===== config.mk =====
export PLATFORM = sky130hd
export DESIGN_NAME = running_sample_statistics_top
export DESIGN_NICKNAME = d
export VERILOG_FILES = /design/src/hw/rtl/rss_pkg.sv /design/src/hw/rtl/rss_ram.sv /design/src/hw/rtl/rss_div.sv /design/src/hw/rtl/running_sample_statistics_top.sv
export SDC_FILE = /design/constraint.sdc
export NUM_CORES = 2
export LEC_CHECK = 0
export ABC_AREA = 1
export BUFFER_PORTS_ARGS = -buffer_cell sky130_fd_sc_hd__buf_4
export CORE_ASPECT_RATIO = 2
export CORE_MARGIN = 10
export CORE_UTILIZATION = 35
export DETAILED_ROUTE_END_ITERATION = 8
export HOLD_SLACK_MARGIN = 0.02
export PLACE_DENSITY = 0.5
export SLEW_MARGIN = 10
export SYNTH_ARGS = -nofsm -noshare
export SYNTH_HDL_FRONTEND = slang
export SYNTH_SLANG_ARGS = --single-unit

===== constraint.sdc =====
create_clock -name i_clk -period 8.3 [get_ports i_clk]
set_input_delay 0.83 -clock i_clk [delete_from_list [all_inputs] [get_ports i_clk]]
set_output_delay 0.83 -clock i_clk [all_outputs]
set_load 0.02 [all_outputs]

===== src/hw/rtl/rss_pkg.sv =====
// ----------------------------------------------------------------------------
// rss_pkg
// Shared defaults and types for the running sample statistics block.
// ----------------------------------------------------------------------------
`default_nettype none

package rss_pkg;

    // Default sizes: sample width, counter width, fraction bits of the mean
    localparam int DEF_VALUE_BITS    = 7;
    localparam int DEF_COUNT_BITS    = 16;
    localparam int DEF_FRACTION_BITS = 8;

    // Status of the iterative divider as seen by the sequencer
    typedef struct packed {
        logic busy;
        logic done;
    } t_div_status;

endpackage

`default_nettype wire


===== src/hw/rtl/rss_ram.sv =====
// ----------------------------------------------------------------------------
// rss_ram
// Generic single-write, single-read RAM with a registered read port.
// ----------------------------------------------------------------------------
`default_nettype none

module rss_ram #(
    parameter int WIDTH = 16,
    parameter int DEPTH = 128
) (
    input  wire logic                     i_clk,
    input  wire logic                     i_we,
    input  wire logic [$clog2(DEPTH)-1:0] i_waddr,
    input  wire logic [WIDTH-1:0]         i_wdata,
    input  wire logic [$clog2(DEPTH)-1:0] i_raddr,
    output logic      [WIDTH-1:0]         o_rdata
);

    logic [WIDTH-1:0] r_mem [DEPTH];

    // Write and read; read data is registered and appears in the next cycle
    always_ff @(posedge i_clk) begin
        if (i_we) begin
            r_mem[i_waddr] <= i_wdata;
        end
        o_rdata <= r_mem[i_raddr];
    end

endmodule

`default_nettype wire


===== src/hw/rtl/rss_div.sv =====
// ----------------------------------------------------------------------------
// rss_div
// Restoring divider, one quotient bit per cycle. The upper COUNT_BITS of the
// dividend must be below the divisor, so the quotient fits QUOT_BITS.
// ----------------------------------------------------------------------------
`default_nettype none

module rss_div
    import rss_pkg::*;
#(
    parameter int COUNT_BITS = DEF_COUNT_BITS,
    parameter int QUOT_BITS  = DEF_VALUE_BITS + DEF_FRACTION_BITS
) (
    input  wire logic                            i_clk,
    input  wire logic                            i_rst_n,
    input  wire logic                            i_start,
    input  wire logic [COUNT_BITS+QUOT_BITS-1:0] i_num,
    input  wire logic [COUNT_BITS-1:0]           i_den,
    output t_div_status                          o_status,
    output logic      [QUOT_BITS-1:0]            o_quot
);

    localparam int ITER_BITS = $clog2(QUOT_BITS + 1);

    logic                  r_busy;
    logic [ITER_BITS-1:0]  r_iter;
    logic [COUNT_BITS-1:0] r_rem;
    logic [COUNT_BITS-1:0] r_den;
    logic [QUOT_BITS-1:0]  r_lo;

    logic [COUNT_BITS:0]   w_shift;
    logic [COUNT_BITS:0]   w_diff;
    logic                  w_ge;

    // Trial subtract of the shifted remainder
    always_comb begin
        w_shift = {r_rem, r_lo[QUOT_BITS-1]};
        w_diff  = w_shift - {1'b0, r_den};
        w_ge    = (w_shift >= {1'b0, r_den});
    end

    // Control: count down the quotient bits
    always_ff @(posedge i_clk) begin
        if (!i_rst_n) begin
            r_busy <= 1'b0;
            r_iter <= '0;
        end else if (i_start) begin
            r_busy <= 1'b1;
            r_iter <= ITER_BITS'(QUOT_BITS);
        end else if (r_busy) begin
            r_iter <= r_iter - 1'b1;
            if (r_iter == ITER_BITS'(1)) begin
                r_busy <= 1'b0;
            end
        end
    end

    // Datapath: remainder and dividend bits shift, quotient bits shift in
    always_ff @(posedge i_clk) begin
        if (i_start) begin
            r_rem <= i_num[COUNT_BITS+QUOT_BITS-1:QUOT_BITS];
            r_lo  <= i_num[QUOT_BITS-1:0];
            r_den <= i_den;
        end else if (r_busy) begin
            r_rem <= w_ge ? w_diff[COUNT_BITS-1:0] : w_shift[COUNT_BITS-1:0];
            r_lo  <= {r_lo[QUOT_BITS-2:0], w_ge};
        end
    end

    assign o_status.busy = r_busy;
    assign o_status.done = r_busy && (r_iter == ITER_BITS'(1));
    assign o_quot        = r_lo;

endmodule

`default_nettype wire


===== src/hw/rtl/running_sample_statistics_top.sv =====
// ----------------------------------------------------------------------------
// running_sample_statistics_top
// Running max, min, mean, mode and sample count over a stream of samples.
// ----------------------------------------------------------------------------
// Usage:
//   Input channel (i_in_valid / o_in_ready) carries one sample per word.
//   Output channel (o_out_valid / i_out_ready) carries one word of all
//   statistics for every accepted sample, in order.
//   After reset the histogram memory is cleared one bin per cycle, all
//   2^VALUE_BITS bins (128 by default); no sample is taken then.
//   Each sample takes a histogram read-modify-write, then the mean divider
//   runs one quotient bit per cycle over VALUE_BITS + FRACTION_BITS bits
//   (15 by default). A new sample is taken only once the result of the
//   previous one has moved to the output register.
//   The result sits in an output register; the next sample is accepted
//   while it waits. A stalled receiver holds the following result in the
//   sequencer until the output register frees up.
//   Once the count is full, samples are ignored and flagged saturated.
// ----------------------------------------------------------------------------
`default_nettype none

module running_sample_statistics_top
    import rss_pkg::*;
#(
    parameter int VALUE_BITS    = DEF_VALUE_BITS,
    parameter int COUNT_BITS    = DEF_COUNT_BITS,
    parameter int FRACTION_BITS = DEF_FRACTION_BITS
) (
    input  wire logic                              i_clk,
    input  wire logic                              i_rst_n,
    input  wire logic                              i_in_valid,
    output logic                                   o_in_ready,
    input  wire logic [VALUE_BITS-1:0]             i_sample,
    output logic                                   o_out_valid,
    input  wire logic                              i_out_ready,
    output logic      [VALUE_BITS-1:0]             o_max_seen,
    output logic      [VALUE_BITS-1:0]             o_min_seen,
    output logic      [VALUE_BITS+FRACTION_BITS-1:0] o_mean_fixed,
    output logic      [VALUE_BITS-1:0]             o_mode_value,
    output logic      [COUNT_BITS-1:0]             o_mode_count,
    output logic      [COUNT_BITS-1:0]             o_samples_seen,
    output logic                                   o_saturated
);

    localparam int BINS      = 1 << VALUE_BITS;
    localparam int SUM_BITS  = VALUE_BITS + COUNT_BITS;
    localparam int MEAN_BITS = VALUE_BITS + FRACTION_BITS;
    localparam int NUM_BITS  = COUNT_BITS + MEAN_BITS;

    typedef enum logic [2:0] {
        S_CLEAR,
        S_IDLE,
        S_UPDATE,
        S_DIVIDE,
        S_DONE
    } t_state;

    t_state                 r_state;
    logic [VALUE_BITS-1:0]  r_clr_addr;
    logic [VALUE_BITS-1:0]  r_sample;
    logic                   r_sat;
    logic [VALUE_BITS-1:0]  r_max;
    logic [VALUE_BITS-1:0]  r_min;
    logic [SUM_BITS-1:0]    r_sum;
    logic [COUNT_BITS-1:0]  r_count;
    logic [VALUE_BITS-1:0]  r_best_value;
    logic [COUNT_BITS-1:0]  r_best_count;

    logic [SUM_BITS-1:0]    n_sum;
    logic [COUNT_BITS-1:0]  n_count;
    logic [COUNT_BITS-1:0]  w_bin;
    logic                   w_full;
    logic                   w_load;

    logic                   ram_we;
    logic [VALUE_BITS-1:0]  ram_waddr;
    logic [COUNT_BITS-1:0]  ram_wdata;
    logic [COUNT_BITS-1:0]  ram_rdata;

    logic                   div_start;
    logic [NUM_BITS-1:0]    div_num;
    t_div_status            div_status;
    logic [MEAN_BITS-1:0]   div_quot;

    // Histogram bins
    rss_ram #(
        .WIDTH (COUNT_BITS),
        .DEPTH (BINS)
    ) u_hist (
        .i_clk   (i_clk),
        .i_we    (ram_we),
        .i_waddr (ram_waddr),
        .i_wdata (ram_wdata),
        .i_raddr (i_sample),
        .o_rdata (ram_rdata)
    );

    // Mean divider
    rss_div #(
        .COUNT_BITS (COUNT_BITS),
        .QUOT_BITS  (MEAN_BITS)
    ) u_div (
        .i_clk    (i_clk),
        .i_rst_n  (i_rst_n),
        .i_start  (div_start),
        .i_num    (div_num),
        .i_den    (n_count),
        .o_status (div_status),
        .o_quot   (div_quot)
    );

    // Next statistics for the sample under update
    always_comb begin
        w_full  = (r_count == {COUNT_BITS{1'b1}});
        w_bin   = ram_rdata + 1'b1;
        n_sum   = w_full ? r_sum : r_sum + SUM_BITS'(r_sample);
        n_count = w_full ? r_count : r_count + 1'b1;
        div_num = NUM_BITS'(n_sum) << FRACTION_BITS;
    end

    // Memory write: clearing pass, else bin write back
    always_comb begin
        if (r_state == S_CLEAR) begin
            ram_we    = 1'b1;
            ram_waddr = r_clr_addr;
            ram_wdata = '0;
        end else begin
            ram_we    = (r_state == S_UPDATE) && !w_full;
            ram_waddr = r_sample;
            ram_wdata = w_bin;
        end
    end

    assign o_in_ready = (r_state == S_IDLE);
    assign div_start  = (r_state == S_UPDATE);
    assign w_load     = (r_state == S_DONE) && (!o_out_valid || i_out_ready);

    // Sequencer and statistics
    always_ff @(posedge i_clk) begin
        if (!i_rst_n) begin
            r_state      <= S_CLEAR;
            r_clr_addr   <= '0;
            r_max        <= '0;
            r_min        <= '1;
            r_sum        <= '0;
            r_count      <= '0;
            r_best_value <= '0;
            r_best_count <= '0;
        end else begin
            case (r_state)
                S_CLEAR: begin
                    r_clr_addr <= r_clr_addr + 1'b1;
                    if (r_clr_addr == {VALUE_BITS{1'b1}}) begin
                        r_state <= S_IDLE;
                    end
                end
                S_IDLE: begin
                    if (i_in_valid) begin
                        r_state <= S_UPDATE;
                    end
                end
                S_UPDATE: begin
                    r_sum   <= n_sum;
                    r_count <= n_count;
                    if (!w_full) begin
                        if (r_sample > r_max) begin
                            r_max <= r_sample;
                        end
                        if (r_sample < r_min) begin
                            r_min <= r_sample;
                        end
                        if (w_bin > r_best_count) begin
                            r_best_count <= w_bin;
                            r_best_value <= r_sample;
                        end
                    end
                    r_state <= S_DIVIDE;
                end
                S_DIVIDE: begin
                    if (div_status.done) begin
                        r_state <= S_DONE;
                    end
                end
                S_DONE: begin
                    if (w_load) begin
                        r_state <= S_IDLE;
                    end
                end
                default: begin
                    r_state <= S_IDLE;
                end
            endcase
        end
    end

    // Capture the accepted word and its saturation flag
    always_ff @(posedge i_clk) begin
        if (o_in_ready && i_in_valid) begin
            r_sample <= i_sample;
        end
        if (r_state == S_UPDATE) begin
            r_sat <= w_full;
        end
    end

    // Output register
    always_ff @(posedge i_clk) begin
        if (!i_rst_n) begin
            o_out_valid <= 1'b0;
        end else if (w_load) begin
            o_out_valid <= 1'b1;
        end else if (i_out_ready) begin
            o_out_valid <= 1'b0;
        end
    end

    always_ff @(posedge i_clk) begin
        if (w_load) begin
            o_max_seen     <= r_max;
            o_min_seen     <= r_min;
            o_mean_fixed   <= div_quot;
            o_mode_value   <= r_best_value;
            o_mode_count   <= r_best_count;
            o_samples_seen <= r_count;
            o_saturated    <= r_sat;
        end
    end

`ifndef ASSERT_OFF
    // A new result word comes only from the finished state
    a_load_from_done: assert property (@(posedge i_clk) disable iff (!i_rst_n)
        $rose(o_out_valid) |-> $past(r_state == S_DONE))
        else $error("result word loaded outside the finished state");

    // Sample count and sum change only in the update cycle
    a_count_stable: assert property (@(posedge i_clk) disable iff (!i_rst_n)
        (r_state != S_UPDATE) |=> $stable(r_count) && $stable(r_sum))
        else $error("statistics changed outside the update cycle");

    // Once any sample is in, min does not exceed max
    a_min_le_max: assert property (@(posedge i_clk) disable iff (!i_rst_n)
        (r_count != '0) |-> (r_min <= r_max))
        else $error("running min above running max");

    // The mode cannot occur more often than samples were taken
    a_mode_le_count: assert property (@(posedge i_clk) disable iff (!i_rst_n)
        r_best_count <= r_count)
        else $error("mode count above sample count");
`endif

endmodule

`default_nettype wire

==> results.cfg <==
[setup_path]
path_max_fanout = 25
path_class = flop to flop
max_stage_delay_ns = 0.75
cp.arrival_ns = 5.28
worstSetupEndpointType = flop
start_kind = flop
worstPathRequired_ns = 9.01
path_cells = ha_1 -> nand3_1 -> inv_1 -> nand4_1 -> nand2_1 -> inv_1 -> ha_1 -> nand3_1 -> nor3_1 -> nand2_1 -> nand2_1 -> nand2_2 -> nand2_1 -> a21oi_1
crit_slowest_cell = nor3_1
path_common_cell = nand2_1

[run_status]
status = complete, no violations

[timing]
hold_violations = 0
slew_violations = 0
finalSetupTns_ns = 0
setup_viol = 0
period_minus_slack_ns = 4.58
worst_pin_slew_ns = 1.27
worst_hold_slack_ns = 0.333
setup_ws_ns = 3.72
final.period_utilization_pct = 55.1
finalClockSkew_ns = 0.0631
rsz0062_at_grt = no
slew_headroom_pct = 14.6
max_freq_mhz = 219

[die]
die_area_um2 = 290000
core_area_um2 = 266000
pin_count = 82
die_x_um = 386
rows = 268
die_h_um = 751
start_util_pct = 35.1

[clocking]
cts_setup_buffers = 0
ctsResizeCount = 0
cts.hold.buffers_added = 0
cts_tree = done
root_buffer = clkbuf_16
clkLatencyLatePin_ns = 0.89
clock_sinks = 2280
clkTransAtPathRegs_ns = 0.07
cts_buffers = 198
htreeDepth = 4
cts_buffer_depth = 4

[detailed_routing]
viasPerCell = 5.29
dr.pass1.iters = 8
drc_errors = 0
drtAntennaViolNets = 0
wl_per_cell_um = 25.5
vias = 62500
drt_iter0_markers = 5318
wl_um = 301000

[global_routing]
grt_pass1_vias = 60700
grt_pass1_wl_um = 431000
track_usage_pct = 20.2
antenna_found_initial = 4
grt_max_degree = 196
grt_overflow = 0

[synth]
netlist_top_cells_area = edfxtp_1, nand3_1, nand2_1
avgSynthCellArea_um2 = 11.5
synth_area_um2 = 93500
synth.distinct_cells = 44
netlist.area_leader.share_pct = 69.5
netlist_instances = 8146
yosysWarnings = 0
ys.flop_type = edfxtp_1
ys_ff_latch = 2280
async_flop_share_pct = 0
synthesis.nets = 8216
synth_top_area_cell = edfxtp_1
synth-edff-count = 2164
yosysSeqAreaShare_pct = 72.0

[run]
cap_viol_max_count = 0

[power_and_ir_drop]
clkPwrFrac_pct = 40.6
internal-power_uw = 17900
pwr_density_cell_nw_per_um2 = 221
switching_share_pct = 22.6
power_switching_uw = 5220
combPwrFrac_pct = 5.5
ir_drop_v = 0.000141
p_leak_uw = 0.0374
power_frac_seq_pct = 53.9

[placed_design]
routabilityCongestion = 0.817
place.port_buffers = 81
dp_hpwl_um = 178000
dpl_cell_area_um2 = 98500
pre_cts_slack_ns = 3.39

[layout]
final_cell_mix = nand2_1, edfxtp_1, nand3_1, buf_4, nor2_1
nets = 8226
fillCellCount = 25400
fin_area_um2 = 105000
areaGrowthSynthToFinish_pct = 12.1
final_common_cell = nand2_1
post-route-util_pct = 39.4
drive_above_1_share_pct = 7.94

[worst_hold_path]
hold_path_class = input port to flop
## layer usage
layer / vias up / wire (um) / part of all wire (%) / GRT usage (%)
li1: 28600 / - / - / -
met2: 1980 / 158000 / 52 / 36.8
met4: 0 / 18900 / 6.3 / 11.5
met1: 31400 / 110000 / 37 / 22.6
met3: 529 / 14700 / 4.9 / 2.08
met5: - / 0 / 0 / 0
## kinds of logic after synthesis
kind of cell	share of synthesized area, %
DFF	72.0
buffers and inverters	3.19
xor gates and xnor gates	0.318
and+or+nand+nor	22.6
adders and majority gates	0.805
AOI/OAI and AO/OA	1.11
## through the flow
step / total power (uW) / cells
2_1_floorplan: 13500 / 8146
5_1_grt: 23800 / 11800
6_report: 23100 / 11800
3_5_place_dp: 14000 / 11500
3_3_place_gp: 14000 / 11500
4_1_cts: 23300 / 11800
## cell usage after synthesis (2+ instances only)
master / n
a211oi_1: 2
a21oi_1: 103
a21oi_2: 4
a22oi_1: 7
and2_1: 3
buf_1: 84
buf_2: 187
buf_4: 8
buf_6: 4
clkbuf_1: 209
clkinv_1: 3
dfxtp_1: 116
edfxtp_1: 2164
fa_1: 2
ha_1: 57
inv_1: 213
inv_2: 8
nand2_1: 2395
nand2_2: 14
nand3_1: 2141
nand3_2: 3
nand3b_1: 5
nand4_1: 14
nor2_1: 257
nor2_2: 8
nor3_1: 23
o211ai_1: 11
o21a_1: 3
o21ai_0: 46
o21ai_1: 2
o21ai_2: 4
o21bai_1: 2
xnor2_1: 7
xor2_1: 27
## flip-flops by register name, indices dropped and copies added, names as in the netlist, 15 cells and up
| register | cells |
|---|---|
| u_div.o_quot | 15 |
| r_sum | 23 |
| u_hist.r_mem | 2048 |
| u_div.r_rem | 16 |
| u_div.r_den | 16 |
| r_best_count | 16 |
| o_mean_fixed | 15 |
| r_count | 16 |
| o_mode_count | 16 |
| u_hist.o_rdata | 16 |
| o_samples_seen | 16 |
## power by group through the flow
stage,combinational (uW),clock [uW],sequential (uW)
2_1_floorplan,756,0,12700
3_3_place_gp,1270,0,12700
3_5_place_dp,1280,0,12700
4_1_cts,1280,9590,12500
5_1_grt,1370,9950,12500
6_report,1270,9400,12500
## worst paths after layout
path	cells after the start	slack, ns	to	startpoint
max	14	3.72	r_best_value[1]$_SDFFE_PN0P_	u_hist.o_rdata[0]$_DFF_P_
min	4	0.33	o_out_valid$_SDFFE_PN0P_	i_out_ready
max reg2reg	14	3.72	r_best_value[1]$_SDFFE_PN0P_	u_hist.o_rdata[0]$_DFF_P_
min reg2reg	0	0.42	o_saturated$_DFFE_PP_	r_sat$_DFFE_PP_
## cell type report
cell class / instances / area, um^2 / area share [%]
diodes: 5 / 12.5 / 0.0119
clock inverters: 101 / 1070 / 1.03
repair buffers: 302 / 2490 / 2.38
well taps: 3510 / 4390 / 4.19
multi-input cells: 5150 / 23400 / 22.4
inverters: 224 / 866 / 0.826
clock buffers: 247 / 5270 / 5.03
flip-flops and latches: 2280 / 67300 / 64.2
## worst max-delay path, delay by kind of cell (launching register included)
kind / cells / cell delay (ns)
compound gates: 1 / 0.08
fa+ha+maj: 2 / 0.64
simple gates: 9 / 2.75
flops: 1 / 0.68
buf+inv: 2 / 0.22
Note: power is estimated with default switching activity, not from simulation.
